===== src/lfu_pkg.sv =====
// Shared types and constants for the LFU page replacement block.
// No dependencies; imported by every module of the block.
package lfu_pkg;

  // Parameter defaults
  localparam int MAX_FRAMES_DEF = 8;
  localparam int PAGE_BITS_DEF  = 16;
  localparam int COUNT_BITS_DEF = 16;

  // Fixed field widths
  localparam int PAGE_IN_W   = 16;
  localparam int FRAME_OUT_W = 3;
  localparam int CTR_W       = 32;
  localparam int FIU_W       = 4;
  localparam int OUT_FIELD_W = 1 + FRAME_OUT_W + 1 + PAGE_IN_W + 2 * CTR_W;
  localparam int OUT_TDATA_W = ((OUT_FIELD_W + 7) / 8) * 8;
  localparam int OUT_PAD_W   = OUT_TDATA_W - OUT_FIELD_W;

  // Configuration port
  localparam int APB_AW = 2;
  localparam int APB_DW = 32;
  localparam logic [APB_AW-1:0] ADDR_FRAMES_IN_USE = 2'd0;
  localparam logic [FIU_W-1:0]  FIU_RESET          = 4'd8;

  typedef enum logic [2:0] {
    S_IDLE   = 3'b001,
    S_SEARCH = 3'b010,
    S_UPDATE = 3'b100
  } lfu_state_t;

  typedef struct packed {
    logic load;    // capture the incoming page number
    logic search;  // register the lookup and victim decision
    logic update;  // write the frame table and load the result register
  } lfu_cmd_t;

endpackage


===== src/lfu_ctrl.sv =====
// Controller state machine for the LFU page replacement block.
// Depends on lfu_pkg for the state encoding and command struct.
module lfu_ctrl import lfu_pkg::*; (
  input  logic     clk,
  input  logic     rst,
  input  logic     s_tvalid,
  output logic     s_tready,
  output logic     m_tvalid,
  input  logic     m_tready,
  output lfu_cmd_t cmd
);

  lfu_state_t state, state_next;
  logic       out_free;
  logic       accept;

  assign out_free = !m_tvalid || m_tready;
  assign s_tready = (state == S_IDLE) || ((state == S_UPDATE) && out_free);
  assign accept   = s_tvalid && s_tready;

  assign cmd.load   = accept;
  assign cmd.search = (state == S_SEARCH);
  assign cmd.update = (state == S_UPDATE) && out_free;

  always_comb begin
    state_next = state;
    case (state)
      S_IDLE: begin
        if (accept) state_next = S_SEARCH;
      end
      S_SEARCH: begin
        state_next = S_UPDATE;
      end
      S_UPDATE: begin
        if (out_free) state_next = accept ? S_SEARCH : S_IDLE;
      end
      default: begin
        state_next = S_IDLE;
      end
    endcase
  end

  always_ff @(posedge clk) begin
    if (rst) begin
      state    <= S_IDLE;
      m_tvalid <= 1'b0;
    end else begin
      state <= state_next;
      if (cmd.update) m_tvalid <= 1'b1;
      else if (m_tready) m_tvalid <= 1'b0;
    end
  end

endmodule


===== src/lfu_datapath.sv =====
// Frame table, lookup, victim selection and result register.
// Depends on lfu_pkg; driven by commands from lfu_ctrl.
module lfu_datapath import lfu_pkg::*; #(
  parameter int MAX_FRAMES = MAX_FRAMES_DEF,
  parameter int PAGE_BITS  = PAGE_BITS_DEF,
  parameter int COUNT_BITS = COUNT_BITS_DEF
) (
  input  logic                   clk,
  input  logic                   rst,
  input  lfu_cmd_t               cmd,
  input  logic [FIU_W-1:0]       frames_in_use,
  input  logic [PAGE_IN_W-1:0]   in_page,
  output logic [OUT_TDATA_W-1:0] m_tdata
);

  localparam int IW     = (MAX_FRAMES > 1) ? $clog2(MAX_FRAMES) : 1;
  localparam int ACT_W  = ($clog2(MAX_FRAMES + 1) > FIU_W) ? $clog2(MAX_FRAMES + 1) : FIU_W;
  localparam int LEAVES = 1 << IW;
  localparam int KW     = COUNT_BITS + IW;
  localparam logic [ACT_W-1:0] ACT_MAX = ACT_W'(MAX_FRAMES);

  // Frame table
  logic [PAGE_BITS-1:0]  frame_page [MAX_FRAMES];
  logic [COUNT_BITS-1:0] use_count  [MAX_FRAMES];
  logic [IW-1:0]         rank       [MAX_FRAMES];  // position in recency order
  logic [MAX_FRAMES-1:0] frame_valid;
  logic [CTR_W-1:0]      faults_so_far, hits_so_far;
  logic [CTR_W-1:0]      faults_next, hits_next;

  logic [PAGE_BITS-1:0] cur_page;

  // Decision registers
  logic                 d_hit, d_evict;
  logic [IW-1:0]        d_frame;
  logic [PAGE_BITS-1:0] d_old_page;

  // Result register
  logic                   o_hit, o_evicted;
  logic [FRAME_OUT_W-1:0] o_frame;
  logic [PAGE_IN_W-1:0]   o_evicted_page;
  logic [CTR_W-1:0]       o_faults, o_hits;

  logic [ACT_W-1:0]      act;
  logic [MAX_FRAMES-1:0] active;
  logic                  any_hit, any_empty;
  logic [IW-1:0]         hit_idx, empty_idx, victim_idx, sel_frame;
  logic [IW-1:0]         r0;

  logic [KW-1:0] tk   [2*LEAVES];
  logic [IW-1:0] tidx [2*LEAVES];
  logic          tok  [2*LEAVES];

  always_comb begin
    if (frames_in_use == '0) act = ACT_W'(1);
    else if (ACT_W'(frames_in_use) > ACT_MAX) act = ACT_MAX;
    else act = ACT_W'(frames_in_use);
    for (int f = 0; f < MAX_FRAMES; f++) begin
      active[f] = ACT_W'(f) < act;
    end
  end

  // Lowest matching frame and lowest empty frame
  always_comb begin
    any_hit   = 1'b0;
    any_empty = 1'b0;
    hit_idx   = '0;
    empty_idx = '0;
    for (int f = MAX_FRAMES - 1; f >= 0; f--) begin
      if (active[f] && frame_valid[f] && (frame_page[f] == cur_page)) begin
        any_hit = 1'b1;
        hit_idx = IW'(f);
      end
      if (active[f] && !frame_valid[f]) begin
        any_empty = 1'b1;
        empty_idx = IW'(f);
      end
    end
  end

  // Victim: smallest {use count, recency rank} over active frames, by a binary tree
  always_comb begin
    for (int n = 0; n < 2 * LEAVES; n++) begin
      tk[n]   = '0;
      tidx[n] = '0;
      tok[n]  = 1'b0;
    end
    for (int f = 0; f < MAX_FRAMES; f++) begin
      tk[LEAVES+f]   = {use_count[f], rank[f]};
      tidx[LEAVES+f] = IW'(f);
      tok[LEAVES+f]  = active[f];
    end
    for (int n = LEAVES - 1; n >= 1; n--) begin
      if (tok[2*n] && (!tok[2*n+1] || (tk[2*n] < tk[2*n+1]))) begin
        tk[n]   = tk[2*n];
        tidx[n] = tidx[2*n];
      end else begin
        tk[n]   = tk[2*n+1];
        tidx[n] = tidx[2*n+1];
      end
      tok[n] = tok[2*n] || tok[2*n+1];
    end
    victim_idx = tidx[1];
  end

  assign sel_frame = any_hit ? hit_idx : (any_empty ? empty_idx : victim_idx);
  assign r0        = rank[d_frame];

  always_comb begin
    faults_next = faults_so_far;
    hits_next   = hits_so_far;
    if (d_hit) begin
      if (hits_so_far != '1) hits_next = hits_so_far + 1'b1;
    end else begin
      if (faults_so_far != '1) faults_next = faults_so_far + 1'b1;
    end
  end

  // Control-like state: valid marks, recency ranks, counters
  always_ff @(posedge clk) begin
    if (rst) begin
      frame_valid   <= '0;
      faults_so_far <= '0;
      hits_so_far   <= '0;
      for (int f = 0; f < MAX_FRAMES; f++) rank[f] <= IW'(f);
    end else if (cmd.update) begin
      faults_so_far <= faults_next;
      hits_so_far   <= hits_next;
      if (!d_hit) frame_valid[d_frame] <= 1'b1;
      // move the touched frame to the most recent end
      for (int f = 0; f < MAX_FRAMES; f++) begin
        if (rank[f] > r0) rank[f] <= rank[f] - 1'b1;
      end
      rank[d_frame] <= IW'(MAX_FRAMES - 1);
    end
  end

  // Payload registers
  always_ff @(posedge clk) begin
    if (cmd.load) cur_page <= PAGE_BITS'(in_page);
    if (cmd.search) begin
      d_hit      <= any_hit;
      d_evict    <= !any_hit && !any_empty;
      d_frame    <= sel_frame;
      d_old_page <= (!any_hit && !any_empty) ? frame_page[victim_idx] : '0;
    end
    if (cmd.update) begin
      if (d_hit) begin
        if (use_count[d_frame] != '1) use_count[d_frame] <= use_count[d_frame] + 1'b1;
      end else begin
        frame_page[d_frame] <= cur_page;
        use_count[d_frame]  <= COUNT_BITS'(1);
      end
      o_hit          <= d_hit;
      o_frame        <= FRAME_OUT_W'(d_frame);
      o_evicted      <= d_evict;
      o_evicted_page <= PAGE_IN_W'(d_old_page);
      o_faults       <= faults_next;
      o_hits         <= hits_next;
    end
  end

  assign m_tdata = {{OUT_PAD_W{1'b0}}, o_hits, o_faults, o_evicted_page,
                    o_evicted, o_frame, o_hit};

endmodule


===== src/lfu_page_replacement.sv =====
// Flow: an accepted input is captured, passes the search state, then the update state,
//   which registers the result and waits while an offered result is not yet taken. The
//   search stage (parallel tag compare plus a tree minimum over use count and recency) and
//   the table update stage are separate states; the next input is taken in update.
// Reset (rst, synchronous): clears valid marks, counters and the result valid, sets
//   recency to frame index order and frames_in_use to 8. No clearing pass.
module lfu_page_replacement import lfu_pkg::*; #(
  parameter int MAX_FRAMES = MAX_FRAMES_DEF,
  parameter int PAGE_BITS  = PAGE_BITS_DEF,
  parameter int COUNT_BITS = COUNT_BITS_DEF
) (
  input  logic                   clk,
  input  logic                   rst,
  // Input stream
  input  logic                   s_tvalid,
  output logic                   s_tready,
  input  logic [PAGE_IN_W-1:0]   s_tdata,   // [15:0] page_number
  // Result stream
  output logic                   m_tvalid,
  input  logic                   m_tready,
  output logic [OUT_TDATA_W-1:0] m_tdata,   // [0] hit, [3:1] frame_index, [4] evicted,
                                            // [20:5] evicted_page, [52:21] fault_count,
                                            // [84:53] hit_count, [87:85] zero
  // Configuration port
  input  logic                   psel,
  input  logic                   penable,
  input  logic                   pwrite,
  input  logic [APB_AW-1:0]      paddr,
  input  logic [APB_DW-1:0]      pwdata,
  output logic [APB_DW-1:0]      prdata,
  output logic                   pready
);

  logic [FIU_W-1:0] frames_in_use;
  lfu_cmd_t         cmd;

  // Configuration register: the user must write it only while the block is idle; the block does not enforce this.
  assign pready = 1'b1;

  always_ff @(posedge clk) begin
    if (rst) begin
      frames_in_use <= FIU_RESET;
    end else if (psel && penable && pwrite && (paddr == ADDR_FRAMES_IN_USE)) begin
      frames_in_use <= pwdata[FIU_W-1:0];
    end
  end

  // Reads of addresses outside the map return zero.
  always_comb begin
    prdata = '0;
    if (paddr == ADDR_FRAMES_IN_USE) prdata = APB_DW'(frames_in_use);
  end

  // Sequencer: idle / search / update; owns both handshakes.
  lfu_ctrl u_ctrl (
    .clk      (clk),
    .rst      (rst),
    .s_tvalid (s_tvalid),
    .s_tready (s_tready),
    .m_tvalid (m_tvalid),
    .m_tready (m_tready),
    .cmd      (cmd)
  );

  // Frame table, decision logic and the result register.
  lfu_datapath #(
    .MAX_FRAMES (MAX_FRAMES),
    .PAGE_BITS  (PAGE_BITS),
    .COUNT_BITS (COUNT_BITS)
  ) u_dp (
    .clk           (clk),
    .rst           (rst),
    .cmd           (cmd),
    .frames_in_use (frames_in_use),
    .in_page       (s_tdata),
    .m_tdata       (m_tdata)
  );

endmodule


===== config.mk =====
export PLATFORM = sky130hd
export DESIGN_NAME = lfu_page_replacement
export DESIGN_NICKNAME = d
export VERILOG_FILES = /design/src/lfu_pkg.sv /design/src/lfu_ctrl.sv /design/src/lfu_datapath.sv /design/src/lfu_page_replacement.sv
export SDC_FILE = /design/constraint.sdc
export NUM_CORES = 1
export LEC_CHECK = 0
export BUFFER_PORTS_ARGS = -buffer_cell sky130_fd_sc_hd__buf_4
export CORE_MARGIN = 10
export CORE_UTILIZATION = 50
export CTS_CLUSTER_SIZE = 12
export DETAILED_ROUTE_END_ITERATION = 8
export PLACE_DENSITY = 0.66
export SYNTH_ARGS = -nofsm -noshare
export SYNTH_HDL_FRONTEND = slang
export SYNTH_HIERARCHICAL = 1
export SYNTH_SLANG_ARGS = --single-unit
export TNS_END_PERCENT = 1

===== constraint.sdc =====
create_clock -name clk -period 9.41 [get_ports clk]
set_clock_uncertainty 0.15 [all_clocks]
set_input_delay 0 -clock clk [delete_from_list [all_inputs] [get_ports clk]]
set_output_delay 0 -clock clk [all_outputs]
set_load 0.05 [all_outputs]

* Yosys cells after proc, flatten, opt, wreduce, memory -nomap -nowiden *
Memory sizes are Yosys's and may differ from the RTL's. A register that Yosys moved wholly into a read port is not among the register bits.
Index checks and enable logic that the tools add are counted.

word-level totals
  output and inout bits = 123
  bits in registers = 186
  memories kept = 3
  logic and storage cells = 277
  memory bits (read-only) = 0
  bits in latches = 0
  input bits = 57
  memory bits (writable) = 280

memory list
  memory           depth  width  rd ports  clocked after Yosys merged registers in  write ports  RTL line            text
  u_dp.frame_page  8      16     9         1                                        1            lfu_datapath.sv:23  logic [PAGE_BITS-1:0] frame_page [MAX_FRAMES];
  u_dp.use_count   8      16     9         1                                        1            lfu_datapath.sv:24  logic [COUNT_BITS-1:0] use_count [MAX_FRAMES];
  u_dp.rank        8      3      9         1                                        9            lfu_datapath.sv:25  logic [IW-1:0] rank [MAX_FRAMES];

cells by class
  divide/modulo/power cells = 0
  shifts and indexed selects = 0
  reductions and logical operators = 77
  bitwise gates (word level) = 11
  eq/ne operators = 16
  multipliers = 0
  $add $sub $neg = 11
  magnitude comparators = 26
  multiplexer cells = 117

operators with widths
  cell                     count
  $lt A19 B19 Y1           7
  $eq A16 B16 Y1           8
  $mux W32                 4
  $mux W19                 6
  $mux W3                  31
  $mux W1                  67
  $add A32 B1 Y32 const B  2
  $ne A32 B32 Y1 const B   2
  $logic_and A1 B1 Y1      38
  $gt A3 B3 Y1             8
  $sub A3 B1 Y3 const B    8
  $logic_not A1 Y1         19
  $add A16 B1 Y16 const B  1
  $lt A3 B4 Y1 const A     4
  $mux W16                 1
  $ne A16 B16 Y1 const B   1
  $logic_or A1 B1 Y1       15
  $mux W4                  3
  $or A1 B1 Y1             9
  $pmux W3 S3              1
  $lt A1 B4 Y1 const A     2
  $lt A2 B4 Y1 const A     2
  $or A8 B8 Y8             1
  $mux W2                  3
  13 further kinds         15

* Logic depth before layout (Yosys ltp) *
  word-level depth = 19
  mapped depth = 35
  gate-level depth less buffers = 31

* Hierarchy *
The synthesis kept the hierarchy.

by module, submodules not included
  module                area each (um2)  seq. area each (um2)  cells an instance  times used
  lfu_datapath          25,891.1         13,332.8              2,299              1
  lfu_page_replacement  446.7            80.1                  54                 1
  lfu_ctrl              224.0            80.1                  27                 1

* Least setup slack after synthesis *
OpenSTA, ideal clock, no wires.

  path kind = reg-to-reg
  start point = register u_ctrl.m_tvalid
  end point = memory u_dp/frame_page[0][0] (netlist name) (enable)
  required time = 8.826 ns
  cell stages (with the launch flop) = 5
  period minus slack after synthesis = 7.699 ns
  buffers on the path = 0
  slack = 1.711 ns
  arrival time = 7.116 ns
  setup time = 0.434 ns
  path through = dfxtp_1 nor2b_1 nor2_1 nand2_1 nor4_1

RTL lines
  what                      RTL line            text
  start: declaration        lfu_ctrl.sv:8       output logic m_tvalid,
  start signal: assignment  lfu_ctrl.sv:46      m_tvalid <= 1'b0;
  start signal: assignment  lfu_ctrl.sv:49      if (cmd.update) m_tvalid <= 1'b1;
  start signal: assignment  lfu_ctrl.sv:50      else if (m_tready) m_tvalid <= 1'b0;
  end: declaration          lfu_datapath.sv:23

==> impl_metrics.xml <==
<?xml version="1.0" encoding="UTF-8"?>
<metrics>
  <group name="pwr">
    <metric name="ir_worst_vdd" unit="V">0.0001228</metric>
    <metric name="cellLeakagePower" unit="nW">11.59</metric>
    <metric name="powerDensity" unit="nW/um^2">150.2</metric>
  </group>
  <group name="logic_synthesis">
    <metric name="synth.avg_cell_area" unit="um^2">11.16</metric>
    <metric name="synth_ff_type" unit="">sky130_fd_sc_hd__edfxtp_1</metric>
    <metric name="ys_warn_count" unit="">6</metric>
    <metric name="mappedNetlistArea" unit="um^2">26560</metric>
    <metric name="synth-edff-count" unit="">378</metric>
    <metric name="synthArstFlopShare" unit="%">0</metric>
    <metric name="synth_sequential_area_ratio" unit="%">50.80</metric>
    <metric name="postSynthRegisterBits" unit="">485</metric>
    <metric name="synth.distinct_cells" unit="">78</metric>
    <metric name="synthesis.instances" unit="">2380</metric>
  </group>
  <group name="critical_path">
    <metric name="cp_slowest_stage_delay" unit="ns">0.57</metric>
    <metric name="critical_path_class" unit="">flop to flop</metric>
    <metric name="cpMaxStageDelayCell" unit="">sky130_fd_sc_hd__a221oi_1</metric>
    <metric name="critPathRequiredTime" unit="ns">9.62</metric>
    <metric name="count_of_buffering_cells_on_the_critical_path_with_inverters_included" unit="">4</metric>
    <metric name="cp.arrival" unit="ns">9.04</metric>
    <metric name="worstPathMaxFanout" unit="">36</metric>
    <metric name="endpoint_kind" unit="">flop</metric>
    <metric name="critical-path-top-delay-family" unit="">compound AO/OA/AOI/OAI gates</metric>
    <metric name="cp-start-kind" unit="">flop</metric>
  </group>
  <group name="sta">
    <metric name="postLayoutSetupSlackWorst" unit="ns">0.5750</metric>
    <metric name="max_slew.worst_pin.slew" unit="ns">1.128</metric>
    <metric name="timing.slew.headroom" unit="%">24.78</metric>
    <metric name="setup_viol" unit="">0</metric>
    <metric name="hold_viol_final" unit="">0</metric>
    <metric name="min_period" unit="ns">8.835</metric>
    <metric name="drv_slew" unit="">0</metric>
    <metric name="timing.fmax" unit="GHz">0.1132</metric>
    <metric name="fin_crit_sh" unit="%">93.89</metric>
    <metric name="rsz0062_at_grt" unit="">false</metric>
    <metric name="setup-tns-final" unit="ns">0</metric>
  </group>
  <group name="route">
    <metric name="ant_nets" unit="">0</metric>
    <metric name="drc" unit="">0</metric>
    <metric name="route.detailed.vias_per_inst" unit="">5.887</metric>
    <metric name="drtIter0Drc" unit="">1730</metric>
    <metric name="wl_per_cell" unit="um">21.86</metric>
    <metric name="num_vias" unit="">19270</metric>
    <metric name="number_of_search_and_repair_iterations_in_the_first_detailed_routing_pass" unit="">6</metric>
    <metric name="postRouteWirelength" unit="um">71540</metric>
  </group>
  <group name="floorplanning">
    <metric name="core" unit="um^2">52550</metric>
    <metric name="initial_utilization" unit="%">50.55</metric>
    <metric name="num_io_pins" unit="">180</metric>
    <metric name="die_x" unit="um">250.5</metric>
    <metric name="die_height" unit="um">250.5</metric>
    <metric name="site_rows" unit="">84</metric>
    <metric name="die-area" unit="um^2">62740</metric>
  </group>
  <group name="layout">
    <metric name="layout-drive-gt1-share" unit="%">13.38</metric>
    <metric name="most_common_cell_after_layout_fill_and_taps_aside" unit="">sky130_fd_sc_hd__edfxtp_1</metric>
    <metric name="layout.filler_cells" unit="">4263</metric>
    <metric name="antenna-diode-count" unit="">0</metric>
    <metric name="layout-area-overhead-vs-synth" unit="%">14.48</metric>
    <metric name="finish.net_count" unit="">2761</metric>
    <metric name="most_used_cells_in_the_layout_excluding_fill_and_tap_cells" unit="">sky130_fd_sc_hd__edfxtp_1 (378), sky130_fd_sc_hd__nor2_1 (198), sky130_fd_sc_hd__nand2_1 (183)</metric>
  </group>
  <group name="clocking">
    <metric name="worst_path_clk_slew" unit="ns">0.06</metric>
    <metric name="clock-root-buffer" unit="">sky130_fd_sc_hd__clkbuf_16</metric>
    <metric name="cts_sinks" unit="">485</metric>
    <metric name="cts_inserted_buffers" unit="">51</metric>
    <metric name="cts_tree" unit="">built</metric>
    <metric name="post-cts-setup-buffers" unit="">0</metric>
    <metric name="htree_levels" unit="">2</metric>
    <metric name="cts-root-to-sink-buffers" unit="">3</metric>
    <metric name="clkLatencyLatePin" unit="ns">0.61</metric>
  </group>
  <group name="status">
    <metric name="outcome" unit="">completed</metric>
  </group>
  <group name="global_routing">
    <metric name="grt_first_pass_wirelength" unit="um">110000</metric>
    <metric name="via_count_of_the_first_global_routing_pass" unit="">18980</metric>
    <metric name="antenna_found_initial" unit="">0</metric>
    <metric name="grt_start_max_net_pins" unit="">137</metric>
    <metric name="groute.usage.overall" unit="%">22.13</metric>
    <metric name="aggregate_global_routing_overflow" unit="">0</metric>
  </group>
  <group name="job">
    <metric name="cap_violations" unit="">0</metric>
  </group>
  <group name="place">
    <metric name="finalWeightedCongestion" unit="">0.9315</metric>
    <metric name="portBuffers" unit="">119</metric>
    <metric name="post-dp-hpwl" unit="um">50260</metric>
    <metric name="dp_worst_setup_slack" unit="ns">0.5751</metric>
  </group>
  <group name="min_path">
    <metric name="hold_path_class" unit="">primary input to flop</metric>
  </group>
</metrics>
[where the power goes]
part | switching (W) | internal, W | total [W]
Clock | 0.000836 | 0.00118 | 0.00202
Combinational | 0.000131 | 0.0000783 | 0.000209
Sequential | 0.0000297 | 0.00231 | 0.00234
Total | 0.000996 | 0.00357 | 0.00457
[stage by stage]
step           hold WS [ns]  utilization [%]  instance area [um^2]  instances  total power, W
4_1_cts              0.1010            57.83                 30390       3273        0.004600
6_report             0.1333            57.86                 30410       3273        0.004568
5_1_grt              0.1835            57.86                 30410       3273        0.004701
3_5_place_dp        0.02988            53.76                 28250       3132        0.002576
2_1_floorplan      -0.08093                -                 26670       2409        0.002523
3_3_place_gp        0.02802            53.76                 28250       3132        0.002573
[final cells by class]
cell class,count,area (um^2),area share [%]
clock buffers,81,1471,4.839
flip-flops and latches,485,13500,44.38
clock inverters,14,203.9,0.6707
inverters,108,405.4,1.333
repair buffers,220,1804,5.933
multi-input cells,1677,12170,40.01
well taps,688,860.8,2.831
[metal layers]
metal	global-route usage (%)	vias to the layer above	routed length, um
met5	0	-	0
met4	6.627	0	2015
met3	3.758	120	5879
met2	36.19	764	33360
met1	29.65	9418	30280
li1	-	8965	-
[worst reg2reg max path, delay by kind of cell (launching register included)]
family / cells / cell delay, ns
AOI/OAI and AO/OA: 17 / 4.19
muxes: 1 / 0.32
DFF: 1 / 0.37
and+or+nand+nor: 6 / 1.82
adders and majority gates: 3 / 0.91
buffers and inverters: 4 / 0.81
[logic make-up (layout without fill, tap and decap cells)]
kind of cell / count (synthesis) / after routing / share of synthesized area, %
buffers and inverters: 247 / 423 / 4.192
AO/OA/AOI/OAI: 367 / 367 / 8.691
XOR/XNOR: 266 / 266 / 8.771
adder cells (fa/ha/maj): 161 / 161 / 7.584
multiplexers: 120 / 120 / 6.439
other: 3 / 32 / 0.04239
AND/OR/NAND/NOR: 731 / 731 / 13.48
flip-flops: 485 / 485 / 50.80
[worst paths after layout]
path	startpoint	end	slack, ns	depth (start not counted)
min	m_tready	u_ctrl/m_tvalid	0.13	4
max reg2reg	u_dp/rank[7][1]	u_dp/d_old_page[2]	0.57	31
max	u_dp/rank[7][1]	u_dp/d_old_page[2]	0.57	31
min reg2reg	u_dp/d_old_page[14]	u_dp/o_evicted_page[14]	0.27	0
[Yosys cell counts (9+ instances only)]
cell type,number,area [um^2]
sky130_fd_sc_hd__mux2_2,27,304.0
sky130_fd_sc_hd__a21o_1,21,157.7
sky130_fd_sc_hd__a211oi_1,9,67.56
sky130_fd_sc_hd__xor2_1,139,1217
sky130_fd_sc_hd__mux2i_1,55,550.5
sky130_fd_sc_hd__and4_1,11,96.34
sky130_fd_sc_hd__edfxtp_1,378,11350
sky130_fd_sc_hd__nand3_1,55,275.3
sky130_fd_sc_hd__or3_1,9,56.30
sky130_fd_sc_hd__inv_1,108,405.4
sky130_fd_sc_hd__dfxtp_1,107,2142
sky130_fd_sc_hd__nand2b_1,29,181.4
sky130_fd_sc_hd__mux4_2,38,855.8
sky130_fd_sc_hd__buf_4,35,262.8
sky130_fd_sc_hd__o21ai_0,99,495.5
sky130_fd_sc_hd__nor2_1,200,750.7
sky130_fd_sc_hd__nand4_1,61,381.6
sky130_fd_sc_hd__ha_1,161,2014
sky130_fd_sc_hd__and3_1,20,125.1
sky130_fd_sc_hd__clkbuf_1,64,240.2
sky130_fd_sc_hd__and2_1,17,106.4
sky130_fd_sc_hd__a22o_1,32,280.3
sky130_fd_sc_hd__buf_2,30,150.1
sky130_fd_sc_hd__nor4_1,39,244.0
sky130_fd_sc_hd__a31oi_1,9,56.30
sky130_fd_sc_hd__xnor2_1,127,1112
sky130_fd_sc_hd__nor3_1,55,275.3
sky130_fd_sc_hd__a21oi_1,101,505.5
sky130_fd_sc_hd__a311oi_1,10,87.58
sky130_fd_sc_hd__nand2_1,183,686.9
sky130_fd_sc_hd__o22ai_1,35,219.0
sky130_fd_sc_hd__nor2b_1,14,87.58
[flip-flops by register name, summed over array words and instances (netlist names), 3 cells and up, named ones only]
| register | count |
|---|---|
| frames_in_use | 4 |
| u_dp/o_frame | 3 |
| u_dp/rank | 24 |
| u_dp/frame_page | 128 |
| u_dp/hits_so_far | 32 |
| u_dp/d_frame | 3 |
| u_dp/o_faults | 32 |
| u_dp/o_hits | 32 |
| u_dp/frame_valid | 8 |
| u_dp/cur_page | 16 |
| u_dp/o_evicted_page | 16 |
| u_dp/use_count | 128 |
| u_ctrl/state | 3 |
| u_dp/d_old_page | 16 |
| u_dp/faults_so_far | 32 |
[repair_timing]
item | in CTS | in global routing
setup endpoints to repair | 0 | 15
hold endpoints to repair | 99 | 0
gates resized for setup | 0 | 4
hold buffers | 46 | 0
Note: power is estimated with default switching activity, not from simulation.
